<file path="config.mk">
export PLATFORM = sky130hd
export DESIGN_NAME = sols_encoder
export DESIGN_NICKNAME = d
export VERILOG_FILES = /design/src/hdl/sols_pkg.sv /design/src/hdl/sols_encoder.sv
export SDC_FILE = /design/constraint.sdc
export NUM_CORES = 1
export LEC_CHECK = 0
export BUFFER_PORTS_ARGS = -buffer_cell sky130_fd_sc_hd__buf_4
export CORE_UTILIZATION = 26
export DETAILED_ROUTE_END_ITERATION = 6
export PLACE_DENSITY_LB_ADDON = 0.05
export SYNTH_ARGS = -nofsm -noshare
export SYNTH_HDL_FRONTEND = slang
export SYNTH_SLANG_ARGS = --single-unit
</file>
<file path="constraint.sdc">
create_clock -name vclk -period 2.5
set_input_delay 0.5 -clock vclk [all_inputs]
set_output_delay 0.5 -clock vclk [all_outputs]
set_load 0.02 [all_outputs]
</file>
<file path="src/hdl/sols_pkg.sv">
// Package: shared constants, types and control structs for the list search block.
`default_nettype none
package sols_pkg;

    localparam int LIST_LEN = 128;
    localparam int KEY_W    = 8;
    localparam int IDX_W    = (LIST_LEN > 1) ? $clog2(LIST_LEN) : 1;
    localparam int MODE_W   = 2;

    typedef logic [KEY_W-1:0]  t_key;
    typedef logic [IDX_W-1:0]  t_idx;
    typedef logic [MODE_W-1:0] t_mode;

    localparam t_mode MODE_NONE      = 2'd0;
    localparam t_mode MODE_MTF       = 2'd1;
    localparam t_mode MODE_TRANSPOSE = 2'd2;

    typedef enum logic [1:0] {
        ST_IDLE,
        ST_MATCH,
        ST_ENCODE,
        ST_UPDATE
    } t_state;

    // Broadcast to every cell of the row.
    typedef struct packed {
        logic  en;    // reorder this cycle (key found, not at the front)
        t_mode mode;
        t_idx  pos;   // 0-based position of the hit
        t_key  key;
    } t_cell_ctrl;

endpackage
`default_nettype wire

</file>
<file path="src/hdl/sols_encoder.sv">
// Hit encoder: one-hot hit vector of the row to position and found flag.
`default_nettype none
module sols_encoder (
    input  wire logic [sols_pkg::LIST_LEN-1:0] i_hit,
    output      sols_pkg::t_idx                o_pos,
    output      logic                          o_found
);
    import sols_pkg::*;

    // Entries are distinct, so at most one hit bit is set: OR of indices.
    always_comb begin
        o_pos = '0;
        for (int i = 0; i < LIST_LEN; i++) begin
            o_pos = o_pos | (i_hit[i] ? IDX_W'(i) : '0);
        end
    end

    assign o_found = |i_hit;

endmodule
`default_nettype wire
</file>
==> results.sh, run 1 <==
export IMPL_final_common_cell="buf_4"
export IMPL_n_clock_buffer=0
export IMPL_mostFrequentLayoutCells="buf_4 (146), nor4_1 (53), nand4_1 (18)"
export IMPL_nFillCells=222
export IMPL_nets=391
export IMPL_worstMarginPinSlew_ns=0.4611
export IMPL_wl_met3_um=536
export IMPL_rows=18
export IMPL_postPlaceCellArea_sq_um=1815
export IMPL_crit_required_ns=2.00
export IMPL_power_density_nw_per_um2=124.2
export IMPL_status="completed"
export IMPL_power_leakage_nw=0.7694
export IMPL_fin_crit_ns=2.410
export IMPL_route_vias_total=1703
export IMPL_rsz0062_at_grt="no"
export IMPL_final_area_sq_um=1847
export IMPL_post_drt_wl_per_cell_um=16.44
export IMPL_place_inst=291
export IMPL_fmax_ghz=0.4150
export IMPL_pin_count=136
export IMPL_syn_avg_cell_area_sq_um=5.930
export IMPL_grt_start_max_net_pins=5
export IMPL_hold_class="primary input to primary output"
export IMPL_core_area_sq_um=2477
export IMPL_die_h_um=53.21
export IMPL_relSlewSlack_pct=68.97
export IMPL_drt_wl_total_um=4785
export IMPL_start_util_pct=27.53
export IMPL_yosys_warnings=0
export IMPL_synth_seq_area_share_pct=0
export IMPL_antenna_cells=0
export IMPL_vdd_drop_max_v=0.0001127
export IMPL_period_share_pct=96.39
export IMPL_ff_latch_area_sq_um=0
export IMPL_areaGrowthSynthToFinish_pct=170.8
export IMPL_antenna_found_initial=0
export IMPL_postCtsSetupBuffers=0
export IMPL_finalPower_w=0.0002294
export IMPL_grt_pass1_vias=1636
export IMPL_min_delay_start="i_hit[84]"
export IMPL_wl_met2_um=2439
export IMPL_grt_overflow=0
export IMPL_drive_above_1_share_pct=59.39
export IMPL_synth_top_area_cell="nor4_1"
export IMPL_cp_slowest_stage_delay_ns=0.36
export IMPL_syn_area_sq_um=681.9
export IMPL_setup_tns_final_ns=0
export IMPL_wl_met1_um=1730
export IMPL_cp_slowest_cell="nor4_1"
export IMPL_cp_arrival_ns=1.91
export IMPL_crit_type="primary input to primary output"
export IMPL_yosys_top_cells_area="nor4_1 (52%), nand4_1 (17%), nor3_1 (6.6%), nand2_1 (6.1%), nor2_1 (4.4%)"
export IMPL_design_seq_count=0
export IMPL_slew_viol_final=0
export IMPL_grt_pass1_wl_um=7031
export IMPL_end_kind="primary output"
export IMPL_place_hpwl_um=4292
export IMPL_drc_errors=0
export IMPL_yosysUniqueCellTypes=12
export IMPL_path_cells="buf_4, nor4_1, buf_4, nand4_1, nor4_1, nand4_1, buf_4"
export IMPL_grt_use_total_pct=33.92
export IMPL_fp_dieW_um=53.21
export IMPL_design_die_area_sq_um=2831
export IMPL_gp_congestion=0.9167
export IMPL_synthesis_nets=243
export IMPL_start_kind="primary input"
export IMPL_ant_nets=0
export IMPL_via_per_inst=5.852
export IMPL_setup_viol=0
export IMPL_final_util_pct=74.55
export IMPL_highest_layer="met4"
export IMPL_max_cap_violations=0
export IMPL_crit_path_start="i_hit[116]"
export IMPL_synth_cells=115
export IMPL_path_common_cell="buf_4"
export IMPL_stdcell_count=291
export IMPL_cp_max_fo=3
export IMPL_final_hold_viol_count=0
export IMPL_dr_pass1_iters=4
export IMPL_first_iter_violations=60
export IMPL_io_buffers=136
export IMPL_synth_top_cell_area_share_pct=52.29
## cell families after synthesis
group	count (synthesis)	synth area share [%]
and+or+nand+nor	115	100.0
## synthesized netlist by cell type, drive strengths merged
master and number:
nand2 11, nand3 5, nand4 18, nor2 8, nor3 9, nor4 58
nor4b 1, or2 2, or4 3
## where the power goes
part,internal [W],leakage [nW],switching (W)
combinational,0.000147,0.769,0.0000821
sequential,0,0,0
clock,0,0,0
## critical path, delay by kind of cell
family	cells	cell delay, ns
buffers and inverters	3	0.48
AND/OR/NAND/NOR	4	0.93
## metal layers
layer | vias up | track usage, %
met4 | 0 | 6.579
met3 | 10 | 6.897
met1 | 767 | 38.72
met2 | 109 | 63.54
li1 | 817 | -
met5 | - | 0
## area by class of cell
type	count	area (sq um)	share of cell area, %
well taps	30	37.54	2.033
repair buffers	146	1096	59.35
multi-input cells	115	713.2	38.62
## path summary, 6_finish.rpt
path,end,slack (ns),cells past startpoint
worst min-delay path,o_pos[6],1.31,4
worst max-delay path,o_found,0.09,7
## per-stage QoR
stage	setup WS (ns)	hold WS, ns
6_report	0.09016	1.313
5_1_grt	0.007092	1.352
4_1_cts	0.001491	1.315
3_5_place_dp	0.01851	1.315
3_3_place_gp	0.03097	1.315
2_1_floorplan	0.2586	1.176
## repair_timing
item	CTS	global route
endpoints found under the setup margin	0	7
hold buffers	0	0
gates resized for setup	0	5
Power figures use the tool's default switching activity.
==> inputs of run 2 (changes only) <==
RECOVER_POWER = 100   (was not set)
SLEW_MARGIN = 5   (was not set)
==> run 2 against run 1 <==
  * Fmax shrank 1.1%
  * Sequential share of layout area did not move
  * Setup slack worse by 0.026 ns
  * Non-clock buffer count did not move
  * Global-route usage did not move
  * First-iteration DRC count shrank 8.3%
  * Cell area fell by 0.47%
  * Die area unchanged
  * Wire length increased by 0.19%
==> results.sh, run 2 (synthesis gave the netlist of run 1 again) <==
export IMPL_status="completed"
export IMPL_crit_type="primary input to primary output"
export IMPL_grt_pass1_vias=1636
export IMPL_grt_start_max_net_pins=5
export IMPL_core_area_sq_um=2477
export IMPL_io_buffers=136
export IMPL_hold_class="primary input to primary output"
export IMPL_multi_input_area_sq_um=713.2
export IMPL_drive_above_1_share_pct=59.00
export IMPL_ant_nets=0
export IMPL_place_hpwl_um=4292
export IMPL_ff_latch_area_sq_um=0
export IMPL_start_kind="primary input"
export IMPL_dr_pass1_iters=5
export IMPL_start_util_pct=27.53
export IMPL_first_iter_violations=55
export IMPL_finalPower_w=0.0002288
export IMPL_power_leakage_nw=0.7635
export IMPL_design_seq_count=0
export IMPL_vdd_drop_max_v=0.0001128
export IMPL_crit_required_ns=2.00
export IMPL_mostFrequentLayoutCells="buf_4 (142), nor4_1 (53), nand4_1 (18)"
export IMPL_die_h_um=53.21
export IMPL_final_common_cell="buf_4"
export IMPL_drc_errors=0
export IMPL_rsz0062_at_grt="no"
export IMPL_grt_overflow=0
export IMPL_setup_tns_final_ns=0
export IMPL_grt_pass1_wl_um=7031
export IMPL_drt_wl_total_um=4794
export IMPL_max_cap_violations=0
export IMPL_nets=391
export IMPL_antenna_cells=0
export IMPL_worstMarginPinSlew_ns=0.4973
export IMPL_final_hold_viol_count=0
export IMPL_rows=18
export IMPL_areaGrowthSynthToFinish_pct=169.5
export IMPL_cp_max_fo=3
export IMPL_via_per_inst=5.887
export IMPL_power_density_nw_per_um2=124.5
export IMPL_relSlewSlack_pct=66.54
export IMPL_antenna_found_initial=0
export IMPL_n_clock_buffer=0
export IMPL_grt_use_total_pct=33.92
export IMPL_slew_viol_final=0
export IMPL_setup_viol=0
export IMPL_postCtsSetupBuffers=0
export IMPL_nFillCells=222
export IMPL_fp_dieW_um=53.21
export IMPL_fin_crit_ns=2.436
export IMPL_period_share_pct=97.42
export IMPL_end_kind="primary output"
export IMPL_post_drt_wl_per_cell_um=16.47
export IMPL_cp_arrival_ns=1.94
export IMPL_route_vias_total=1713
export IMPL_pin_count=136
export IMPL_design_die_area_sq_um=2831
export IMPL_gp_congestion=0.9167
export IMPL_fmax_ghz=0.4106
==> run 2: changes by cell type in the layout (fill, tap and decap cells not counted), sizes merged <==
cell / delta
buf: -4
clkbuf: +4
==> run 2: critical path, stage by stage <==
cell and delay (ns):
buf_4 0.11, nor4_2 0.31, clkbuf_4 0.20, nand3_1 0.12, nor4_1 0.38, nand4_1 0.13, buf_4 0.18
==> run 2: path summary, 6_finish.rpt <==
path | from | endpoint | slack (ns) | cells past startpoint
worst max-delay path | i_hit[112] | o_found | 0.06 | 7
worst min-delay path | i_hit[84] | o_pos[6] | 1.31 | 4
==> run 2: layout make-up <==
type	instances	area share, %
Timing Repair Buffer	146	59.16
Multi-Input combinational cell	115	38.80
Tap cell	30	2.042
==> run 2: layer usage <==
metal  global-route usage [%]  share of wire (%)
met5                        0                  0
met4                    6.579                1.7
met3                    6.897                 11
met2                    63.54                 51
met1                    38.72                 37
==> run 2: what timing repair did <==
item / CTS / global route
resized for setup: 0 / 5
setup endpoints to repair: 0 / 7
hold buffers: 0 / 0
==> run 2: where the power goes <==
group	internal (W)	switching [W]
combinational	0.000147	0.0000823
clock	0	0
sequential	0	0
total	0.000147	0.0000823
==> run 2: stage by stage <==
step                      setup slack, ns  cell area [sq um]  utilization, %  hold WS (ns)  instances
final                             0.06449               1838           74.19         1.313        291
after detailed placement          0.01851               1815           73.28         1.315        291
after global routing             0.007092               1838           74.19         1.352        291
after global placement            0.03097               1815           73.28         1.315        291
after floorplan                    0.2586              681.9               -         1.176        115
after CTS                        0.001491               1815           73.28         1.315        291
