### config.mk
export PLATFORM = sky130hd
export DESIGN_NAME = sols_cell
export DESIGN_NICKNAME = d
export VERILOG_FILES = /design/src/hdl/sols_pkg.sv /design/src/hdl/sols_cell.sv
export SDC_FILE = /design/constraint.sdc
export NUM_CORES = 1
export LEC_CHECK = 0
export BUFFER_PORTS_ARGS = -buffer_cell sky130_fd_sc_hd__buf_2
export CAP_MARGIN = 5
export CORE_ASPECT_RATIO = 1.2
export CORE_MARGIN = 2
export CORE_UTILIZATION = 53
export CTS_CLUSTER_DIAMETER = 60
export DETAILED_ROUTE_END_ITERATION = 8
export MAX_ROUTING_LAYER = met4
export PLACE_DENSITY = 0.86
export REMOVE_ABC_BUFFERS = 1
export SLEW_MARGIN = 15
export SYNTH_ARGS = -nofsm -noshare
export SYNTH_HDL_FRONTEND = slang
export SYNTH_SLANG_ARGS = --single-unit
### constraint.sdc
create_clock -name i_clk -period 4.5 [get_ports i_clk]
set_input_delay 0.225 -clock i_clk [delete_from_list [all_inputs] [get_ports i_clk]]
set_output_delay 0.225 -clock i_clk [all_outputs]
set_load 0.02 [all_outputs]
### src/hdl/sols_pkg.sv
// Package: shared constants, types and control structs for the list search block.
`default_nettype none
package sols_pkg;

    localparam int LIST_LEN = 128;
    localparam int KEY_W    = 8;
    localparam int IDX_W    = (LIST_LEN > 1) ? $clog2(LIST_LEN) : 1;
    localparam int MODE_W   = 2;

    typedef logic [KEY_W-1:0]  t_key;
    typedef logic [IDX_W-1:0]  t_idx;
    typedef logic [MODE_W-1:0] t_mode;

    localparam t_mode MODE_NONE      = 2'd0;
    localparam t_mode MODE_MTF       = 2'd1;
    localparam t_mode MODE_TRANSPOSE = 2'd2;

    typedef enum logic [1:0] {
        ST_IDLE,
        ST_MATCH,
        ST_ENCODE,
        ST_UPDATE
    } t_state;

    // Broadcast to every cell of the row.
    typedef struct packed {
        logic  en;    // reorder this cycle (key found, not at the front)
        t_mode mode;
        t_idx  pos;   // 0-based position of the hit
        t_key  key;
    } t_cell_ctrl;

endpackage
`default_nettype wire

### src/hdl/sols_cell.sv
// List cell: holds one entry, compares it with the key, takes key or left neighbor on reorder.
`default_nettype none
module sols_cell (
    input  wire logic               i_clk,
    input  wire logic               i_rst_n,
    input  wire sols_pkg::t_idx     i_index,
    input  wire sols_pkg::t_cell_ctrl i_ctrl,
    input  wire sols_pkg::t_key     i_left,
    output      sols_pkg::t_key     o_entry,
    output      logic               o_hit
);
    import sols_pkg::*;

    t_key r_entry;
    t_key n_entry;
    logic load_key;
    logic shift;

    always_comb begin
        load_key = 1'b0;
        shift    = 1'b0;
        if (i_ctrl.en) begin
            unique case (i_ctrl.mode)
                MODE_MTF: begin
                    load_key = (i_index == '0);
                    shift    = (i_index != '0) && (i_index <= i_ctrl.pos);
                end
                MODE_TRANSPOSE: begin
                    load_key = (i_index == IDX_W'(i_ctrl.pos - 1'b1));
                    shift    = (i_index == i_ctrl.pos);
                end
                default: begin
                    load_key = 1'b0;
                    shift    = 1'b0;
                end
            endcase
        end
    end

    always_comb begin
        n_entry = r_entry;
        if (load_key) begin
            n_entry = i_ctrl.key;
        end else if (shift) begin
            n_entry = i_left;
        end
    end

    always_ff @(posedge i_clk) begin
        if (!i_rst_n) begin
            r_entry <= KEY_W'(i_index) + KEY_W'(1);
        end else begin
            r_entry <= n_entry;
        end
    end

    assign o_entry = r_entry;
    assign o_hit   = (r_entry == i_ctrl.key);

endmodule
`default_nettype wire

==> flow_metrics.py, run 1 <==
metrics = {
    "status": {
        "outcome": "finished, final reports clean",
    },
    "drt": {
        "drt_first_pass_iters": 4,
        "vias": 1046,
        "routed_via_density": 5.42,
        "drc": 0,
        "wl_mm": 2.75,
        "antenna_left": 0,
        "detail_route.iter0.violations": 9,
        "wl_per_cell_um": 14.3,
    },
    "critical_path": {
        "arrival_ps": 2120,
        "start_kind": "input pin",
        "cp-end-kind": "register",
        "path_max_fanout": 8,
        "required_ps": 4500,
        "crit_type": "in2reg",
    },
    "sta": {
        "timing.slew.headroom_pct": 69.1,
        "worst_pin_slew_ps": 463,
        "finalMaxSlewViolations": 0,
        "rsz0062_at_grt": "false",
        "setup_viol": 0,
        "finalCriticalPeriod_ps": 2120,
        "setup-tns-final_ps": 0,
        "fmax_mhz": 472,
        "hold_viol_final": 0,
        "period_share_pct": 47.1,
    },
    "pwr": {
        "leakage_nw": 0.694,
        "peakVddDrop_v": 0.000108,
        "pwr_density_cell_nw_per_um2": 193,
        "finalPower_w": 0.000270,
    },
    "clocking": {
        "root_buffer": "clkbuf_4",
        "postCtsResizedCells": 0,
        "clk_pin_slew_ps": 60,
        "cts_max_level": 1,
        "cts_made_buffers": 3,
        "clockBufferDepth": 2,
        "cts_hold_buf": 0,
        "cts_sinks": 8,
        "cts_tree": "yes",
        "postCtsSetupBuffers": 0,
    },
    "grt": {
        "use_met1_pct": 24.3,
        "grt_pass1_wl_mm": 4.31,
        "grt_busiest_layer": "met2",
        "grt_usage_pct": 24.7,
        "grt_util_met3_pct": 2.64,
        "grt-ovfl-total": 0,
        "antenna_found_initial": 0,
        "grt_use_met2_pct": 47.2,
        "grt_max_degree": 15,
        "grt_pass1_vias": 1077,
    },
    "die": {
        "die_h_um": 54.9,
        "core_area_um2": 2050,
        "rows": 18,
        "ios": 44,
        "dieArea_um2": 2540,
        "die_x_um": 46.4,
        "initial_core_util_pct": 55.7,
    },
    "finish": {
        "diodes": 0,
        "final_cell_mix": "43 x buf_2, 16 x xnor2_1, 12 x inv_1, 12 x ha_1",
        "drive_gt1_share_pct": 35.0,
        "fin_util_pct": 68.3,
        "layout_commonest_cell": "buf_2",
        "area_growth_pct": 22.5,
        "largest_reg_flops": 8,
        "final_cell_area_um2": 1400,
        "nNetsFinal": 212,
    },
    "yosys": {
        "yosys.area.top_type_share_pct": 21.0,
        "syn_area_um2": 1140,
        "avgSynthCellArea_um2": 9.52,
        "syn_inst": 120,
        "async_flop_share_pct": 0,
        "yosysWarnings": 0,
        "synth-seq-cells": 8,
        "ys.flop_type": "edfxtp_1",
        "seq_area_frac_synth_pct": 21.0,
        "synth_top_area_cell": "edfxtp_1",
        "synthTopCellsByArea": "edfxtp_1 21%, ha_1 13%, xnor2_1 12%, mux2i_1 7.9%, inv_1 3.9%",
        "synth-edff-count": 8,
        "synthDistinctLibCells": 37,
    },
    "job": {
        "cap_violations": 0,
    },
    "worst_hold_path": {
        "holdPathStages": 2,
        "hp-class": "in2reg",
        "worstHoldStart": "i_index[0]",
        "hold_end": "o_entry[0]",
    },
    "place": {
        "gp_congestion": 0.854,
        "placed_area_um2": 1380,
        "io_buffer_count": 43,
        "dp_hpwl_mm": 2.35,
    },
}
-- kinds of logic after synthesis --
logic type      count (synthesis)  synth area share (%)
fa+ha+maj                      12                  13.1
compound gates                 17                  12.4
flops                           8                  21.0
xor+xnor                       21                  17.4
mux                            11                  10.5
buf+inv                        15                  5.58
simple gates                   36                  19.9
-- synth_stat cells (2+ instances only) --
| master | count |
|---|---|
| a21oi_1 | 6 |
| mux2i_1 | 9 |
| nor2b_1 | 3 |
| xor2_1 | 3 |
| xnor2_1 | 16 |
| mux2_4 | 2 |
| nand3_1 | 6 |
| xnor2_2 | 2 |
| o21a_1 | 3 |
| ha_1 | 12 |
| edfxtp_1 | 8 |
| nand4_1 | 6 |
| nor2_1 | 9 |
| inv_1 | 12 |
-- per-stage QoR --
| stage | instances | hold WS (ps) | setup WS, ps |
|---|---|---|---|
| after floorplan | 117 | 432 | 2380 |
| after global placement | 190 | 573 | 2150 |
| after detailed placement | 190 | 589 | 2110 |
| after CTS | 193 | 314 | 2380 |
| after global routing | 193 | 313 | 2290 |
| final | 193 | 318 | 2380 |
-- worst max-delay path by stage --
stage	startpoint	end	slack, ps	cells past startpoint
floorplan	i_ctrl[8]	o_entry[1]	2380	7
global placement	i_index[0]	o_entry[1]	2150	9
detailed placement	i_ctrl[15]	o_entry[1]	2110	9
CTS	i_ctrl[15]	o_entry[1]	2380	9
global route	i_ctrl[15]	o_entry[1]	2290	9
finish	i_ctrl[15]	o_entry[1]	2380	9
-- where the power goes --
part / switching [W] / total (W) / internal (W)
Combinational: 0.0000649 / 0.000119 / 0.0000539
Clock: 0.0000236 / 0.0000541 / 0.0000305
Sequential: 0.00000476 / 0.0000971 / 0.0000924
Total: 0.0000933 / 0.000270 / 0.000177
-- cell type report --
class,instances,area [um^2]
fillers,178,651
repair buffers,43,215
well taps,30,37.5
inverters,12,45.0
clock buffers,3,22.5
multi-input cells,97,838
flip-flops and latches,8,240
-- routing by layer --
metal  wire length [um]  vias to the layer above  share of wire, %
met5                  0                        -                 0
met1               1020                      492                37
met3                106                        6               3.8
met2               1590                       33                58
met4                 37                        0               1.3
li1                   -                      515                 -
-- worst max-delay path, stage by stage --
cell,delay (ps)
buf_2,90
inv_1,40
ha_1,280
and2b_1,240
nand4b_1,120
nor2_1,220
a41oi_4,280
mux2_4,370
mux2_4,260
No activity file was read; power rests on OpenSTA's default activity.
==> inputs of run 2 (changes only) <==
--- a/config.mk
+++ b/config.mk
@@ -5,15 +5,16 @@
 export SDC_FILE = /design/constraint.sdc
 export NUM_CORES = 1
 export LEC_CHECK = 0
+export ABC_AREA = 1
 export BUFFER_PORTS_ARGS = -buffer_cell sky130_fd_sc_hd__buf_2
 export CAP_MARGIN = 5
 export CORE_ASPECT_RATIO = 1.2
 export CORE_MARGIN = 2
-export CORE_UTILIZATION = 53
+export CORE_UTILIZATION = 45
 export CTS_CLUSTER_DIAMETER = 60
 export DETAILED_ROUTE_END_ITERATION = 8
 export MAX_ROUTING_LAYER = met4
-export PLACE_DENSITY = 0.86
+export PLACE_DENSITY = 0.77
 export REMOVE_ABC_BUFFERS = 1
 export SLEW_MARGIN = 15
 export SYNTH_ARGS = -nofsm -noshare
==> constraint.sdc (replaced) <==
create_clock -name i_clk -period 1.8 [get_ports i_clk]
set_input_delay 0.09 -clock i_clk [delete_from_list [all_inputs] [get_ports i_clk]]
set_output_delay 0.09 -clock i_clk [all_outputs]
set_load 0.02 [all_outputs]
==> run 2 against run 1 <==
Net effect: via count increased by 29%; critical endpoint is now o_entry[0]; sequential power increased to 2.5 times the previous value; highest routed layer unchanged; sequential share of layout area decreased by 2.0 points; sequential cell count unchanged; first-iteration DRC count increased by 120%.
==> flow_metrics.py, run 2 <==
metrics = {
    "status": {
        "outcome": "finished, final reports clean",
    },
    "drt": {
        "routed_via_density": 4.73,
        "drt_first_pass_iters": 4,
        "wl_mm": 2.72,
        "antenna_left": 0,
        "vias": 1347,
        "detail_route.iter0.violations": 20,
        "drc": 0,
        "wl_per_cell_um": 9.53,
    },
    "sta": {
        "period_share_pct": 86.3,
        "setup_viol": 0,
        "fmax_mhz": 644,
        "holdWs_ps": 195,
        "setup_slack_ps": 246,
        "rsz0062_at_grt": "false",
        "hold_viol_final": 0,
        "timing.slew.headroom_pct": 76.3,
        "finalCriticalPeriod_ps": 1550,
        "worst_pin_slew_ps": 352,
        "finalMaxSlewViolations": 0,
    },
    "worst_hold_path": {
        "worstHoldStart": "i_left[6]",
        "hp-class": "in2reg",
        "holdPathStages": 5,
        "hold_end": "o_entry[6]",
    },
    "critical_path": {
        "cp_top_family": "simple AND/OR/NAND/NOR gates",
        "required_ps": 1760,
        "path_max_fanout": 8,
        "cpPeakStageDelay_ps": 310,
        "cp_slowest_cell": "ha_1",
        "crit_type": "in2reg",
        "arrival_ps": 1510,
        "start_kind": "input pin",
        "cp-end-kind": "register",
        "cp_cell_sequence": "buf_2 > inv_1 > ha_1 > nand2_1 > nand3b_1 > nor2_1 > nand3_1 > nor2_1 > nand3_2 > nand2_4 > nand2_4 > o211ai_1 > buf_4",
        "path_buf_inv": 3,
    },
    "clocking": {
        "root_buffer": "clkbuf_4",
        "cts_sinks": 8,
        "postCtsResizedCells": 0,
        "clockBufferDepth": 2,
        "postCtsSetupBuffers": 0,
        "cts_hold_buf": 0,
        "cts_max_level": 1,
        "cts_tree": "yes",
        "clk_pin_slew_ps": 50,
        "cts_made_buffers": 3,
    },
    "yosys": {
        "synth-edff-count": 8,
        "synth_top_area_cell": "edfxtp_1",
        "async_flop_share_pct": 0,
        "yosysMostFrequentCell": "nand2_1",
        "syn_area_um2": 1200,
        "synthDistinctLibCells": 23,
        "synth-seq-cells": 8,
        "yosys.area.top_type_share_pct": 20.0,
        "syn_inst": 193,
        "synthTopCellsByArea": "edfxtp_1 20%, nand2_1 17%, ha_1 13%, inv_1 12%, nand3_1 10%",
        "seq_area_frac_synth_pct": 20.0,
        "yosysWarnings": 0,
        "avgSynthCellArea_um2": 6.22,
        "ys.flop_type": "edfxtp_1",
        "synth_top_cells_by_count": "53 x nand2_1, 37 x inv_1, 25 x nand3_1",
    },
    "pwr": {
        "p_comb_share_pct": 44.6,
        "pwr_density_cell_nw_per_um2": 427,
        "power_frac_seq_pct": 35.8,
        "sw_frac_of_total_pct": 35.3,
        "netSwitchingPower_w": 0.000239,
        "power.internal_w": 0.000438,
        "leakage_nw": 0.923,
        "peakVddDrop_v": 0.000219,
        "clockPowerShare_pct": 19.6,
    },
    "die": {
        "ios": 44,
        "rows": 20,
        "core_area_um2": 2530,
        "die_h_um": 60.6,
        "dieArea_um2": 3100,
        "die_x_um": 51.2,
        "initial_core_util_pct": 47.5,
    },
    "place": {
        "pre_cts_slack_ps": -17.1,
        "dp_hpwl_mm": 2.35,
        "io_buffer_count": 43,
        "gp_congestion": 0.820,
        "placed_area_um2": 1560,
    },
    "finish": {
        "final_cell_mix": "53 x nand2_1, 43 x buf_2, 37 x inv_1",
        "fillers": 259,
        "area_growth_pct": 31.9,
        "drive_gt1_share_pct": 27.8,
        "layout_commonest_cell": "nand2_1",
        "diodes": 0,
        "final_cell_area_um2": 1580,
        "nNetsFinal": 301,
        "largest_reg_flops": 8,
    },
    "grt": {
        "antenna_found_initial": 0,
        "grt_max_degree": 13,
        "grt_pass1_wl_mm": 4.71,
        "grt_pass1_vias": 1215,
        "grt-ovfl-total": 0,
        "grt_usage_pct": 20.8,
    },
    "job": {
        "cap_violations": 0,
    },
}
==> run 2: cell count changes after synthesis, moves of 4 or more <==
cell / change
inv_1: +25
o21ai_0: +4
nor2_2: +4
nand3_1: +19
nor2_1: +6
nand2_1: +53
mux2i_1: -9
xnor2_1: -12
==> run 2: layer usage <==
metal  share of wire, %  routed length, um  GRT usage, %
met3                5.1                138          1.48
met4                1.3                 36          10.4
met2                 54               1470          40.3
met5                  0                  0             -
met1                 40               1070          21.0
==> run 2: final cells by class <==
class                      count  area, um^2  area share [%]
multi-input combinational    146         805            50.8
clock buffer                   3        22.5            1.42
tap                           33        41.3            2.61
sequential                     8         240            15.2
timing repair buffer          57         333            21.0
inverter                      38         143            9.00
==> run 2: power by group through the flow <==
stage / sequential (W) / clock [W] / combinational [W]
final: 0.000243 / 0.000133 / 0.000302
after global routing: 0.000245 / 0.000137 / 0.000344
after CTS: 0.000243 / 0.000136 / 0.000304
after detailed placement: 0.000246 / 0 / 0.000302
after global placement: 0.000245 / 0 / 0.000298
after floorplan: 0.000272 / 0 / 0.000147
==> run 2: worst max path at each step <==
stage                from         end  cells past startpoint
3_3_place_gp    i_ctrl[8]  o_entry[0]                     13
4_1_cts         i_ctrl[8]  o_entry[0]                     13
6_report        i_ctrl[8]  o_entry[0]                     13
3_5_place_dp    i_ctrl[8]  o_entry[0]                     13
2_1_floorplan  i_ctrl[12]  o_entry[0]                      8
5_1_grt        i_ctrl[12]  o_entry[0]                     10
==> run 2: through the flow <==
step | cells | total power (W) | utilization (%) | TNS, ps
floorplan | 192 | 0.000419 | - | -52.5
global placement | 282 | 0.000543 | 61.8 | 0
detailed placement | 282 | 0.000548 | 61.8 | -135
CTS | 285 | 0.000683 | 62.7 | 0
global route | 285 | 0.000726 | 62.7 | 0
finish | 285 | 0.000677 | 62.7 | 0
==> run 2: logic make-up (layout without fill, tap and decap cells) <==
kind of cell | after synthesis | after routing | share of synthesized area [%]
simple gates | 111 | 111 | 42.0
buf+inv | 39 | 98 | 13.0
compound gates | 15 | 15 | 6.67
fa+ha+maj | 12 | 12 | 12.5
xor+xnor | 8 | 8 | 5.83
flops | 8 | 8 | 20.0
==> inputs of run 3 (changes only) <==
--- a/config.mk
+++ b/config.mk
@@ -5,16 +5,16 @@
 export SDC_FILE = /design/constraint.sdc
 export NUM_CORES = 1
 export LEC_CHECK = 0
-export ABC_AREA = 1
 export BUFFER_PORTS_ARGS = -buffer_cell sky130_fd_sc_hd__buf_2
 export CAP_MARGIN = 5
 export CORE_ASPECT_RATIO = 1.2
 export CORE_MARGIN = 2
-export CORE_UTILIZATION = 45
+export CORE_UTILIZATION = 44
 export CTS_CLUSTER_DIAMETER = 60
 export DETAILED_ROUTE_END_ITERATION = 8
+export HOLD_SLACK_MARGIN = 0.1
 export MAX_ROUTING_LAYER = met4
-export PLACE_DENSITY = 0.77
+export PLACE_DENSITY = 0.76
 export REMOVE_ABC_BUFFERS = 1
 export SLEW_MARGIN = 15
 export SYNTH_ARGS = -nofsm -noshare
==> run 3 against run 2 <==
Net effect: largest cell class unchanged; highest routed layer unchanged; cell area rose by 5.8%; fmax fell by 13%; critical path depth fell by 4; largest power group unchanged.
==> flow_metrics.py, run 3 (synthesis results as in run 1) <==
metrics = {
    "finish": {
        "seqCellArea_um2": 240,
        "fillers": 214,
        "drive_gt1_share_pct": 47.6,
        "largest_reg_flops": 8,
        "final_cell_area_um2": 1680,
        "area_growth_pct": 46.8,
        "layout_commonest_cell": "buf_2",
        "finalNonFillerCells": 220,
        "multi_input_area_um2": 888,
        "nNetsFinal": 236,
        "diodes": 0,
        "final_cell_mix": "41 x buf_2, 22 x buf_4, 16 x xnor2_1",
    },
    "worst_hold_path": {
        "worstHoldStart": "i_left[6]",
        "hp-class": "in2reg",
        "holdPathStages": 3,
        "hold_end": "o_entry[6]",
    },
    "critical_path": {
        "crit_type": "in2reg",
        "start_kind": "input pin",
        "path_max_fanout": 2,
        "cp-end-kind": "register",
        "required_ps": 1800,
        "arrival_ps": 1780,
    },
    "drt": {
        "drt_first_pass_iters": 6,
        "wl_mm": 2.91,
        "wl_per_cell_um": 13.2,
        "vias": 1137,
        "antenna_left": 0,
        "detail_route.iter0.violations": 13,
        "drc": 0,
        "routed_via_density": 5.17,
    },
    "grt": {
        "grt_pass1_vias": 1196,
        "antenna_found_initial": 0,
        "grt_max_degree": 15,
        "grt-ovfl-total": 0,
        "grt_pass1_wl_mm": 4.73,
        "grt_usage_pct": 21.2,
    },
    "clocking": {
        "cts_sinks": 8,
        "clockBufferDepth": 2,
        "cts_tree": "yes",
        "cts_made_buffers": 3,
        "cts_hold_buf": 0,
        "cts_max_level": 1,
        "root_buffer": "clkbuf_4",
        "clk_pin_slew_ps": 50,
    },
    "sta": {
        "hold_viol_final": 0,
        "setup_slack_ps": 19.2,
        "finalMaxSlewViolations": 0,
        "rsz0062_at_grt": "true",
        "timing.slew.headroom_pct": 79.4,
        "setup_viol": 0,
        "worst_pin_slew_ps": 307,
        "fmax_mhz": 562,
        "holdWs_ps": 221,
        "finalCriticalPeriod_ps": 1780,
        "period_share_pct": 98.9,
    },
    "place": {
        "pre_cts_slack_ps": -312,
        "io_buffer_count": 43,
        "placed_area_um2": 1560,
        "place_inst": 215,
        "gp_congestion": 0.839,
        "dp_hpwl_mm": 2.46,
    },
    "die": {
        "initial_core_util_pct": 45.7,
        "die_x_um": 50.5,
        "ios": 44,
        "rows": 20,
        "die_h_um": 59.8,
        "dieArea_um2": 3020,
        "core_area_um2": 2500,
    },
    "pwr": {
        "pwr_density_cell_nw_per_um2": 438,
        "leakage_nw": 0.827,
        "finalPower_w": 0.000735,
        "peakVddDrop_v": 0.000246,
    },
    "job": {
        "cap_violations": 0,
    },
    "status": {
        "outcome": "finished, final reports clean",
    },
}
run 3: cell count changes in the layout (fill, tap and decap cells not counted), moves of 9 or more:
cell | before | now
inv_1 | 37 | 9
nand3_1 | 25 | 6
xnor2_1 | 4 | 16
buf_4 | 13 | 22
nand2_1 | 53 | 0
mux2i_1 | 0 | 9
run 3: what timing repair did:
item	CTS	global route
setup endpoints to repair	1	16
resized for setup	10	9
buffers inserted	0	2
pin swaps	3	8
run 3: cell type report:
cell class,count,share of cell area (%)
clock buffers,3,1.34
well taps,33,2.46
multi-input cells,97,53.0
flip-flops and latches,8,14.3
repair buffers,67,25.7
inverters,12,3.13
run 3: how the worst max path moves through the flow:
stage	startpoint	endpoint	slack, ps	cells past startpoint
after floorplan	i_ctrl[8]	o_entry[1]	-190	7
after global placement	i_index[0]	o_entry[1]	-230	9
after detailed placement	i_index[0]	o_entry[1]	-310	9
after CTS	i_index[0]	o_entry[1]	-20	9
after global routing	i_index[0]	o_entry[1]	-9	9
final	i_index[0]	o_entry[1]	20	9
run 3: critical path: stages:
cell,delay [ps]
buf_8,100
inv_6,50
ha_4,100
or4b_4,460
nor3_4,140
and3_4,220
a41oi_4,40
mux2_4,320
mux2_4,250
run 3: per-stage QoR:
| step | utilization, % | TNS, ps |
|---|---|---|
| finish | 67.0 | 0 |
| global route | 67.0 | -8.64 |
| CTS | 64.8 | -21.9 |
| detailed placement | 62.3 | -3820 |
| global placement | 62.3 | -2850 |
| floorplan | - | -185 |
run 3: power by group:
group          total [W]  switching [W]  leakage (nW)  internal, W
combinational   0.000361       0.000177         0.734     0.000184
clock           0.000131      0.0000547        0.0138    0.0000759
sequential      0.000244      0.0000126        0.0786     0.000231
total           0.000735       0.000244         0.827     0.000491
run 3: per-layer routing:
layer / part of all wire (%) / track usage (%) / up-vias
li1: - / - / 567
met1: 38 / 19.4 / 521
met2: 56 / 43.0 / 45
met3: 5.6 / 3.25 / 4
met4: 1.1 / 8.88 / 0
met5: 0 / - / -
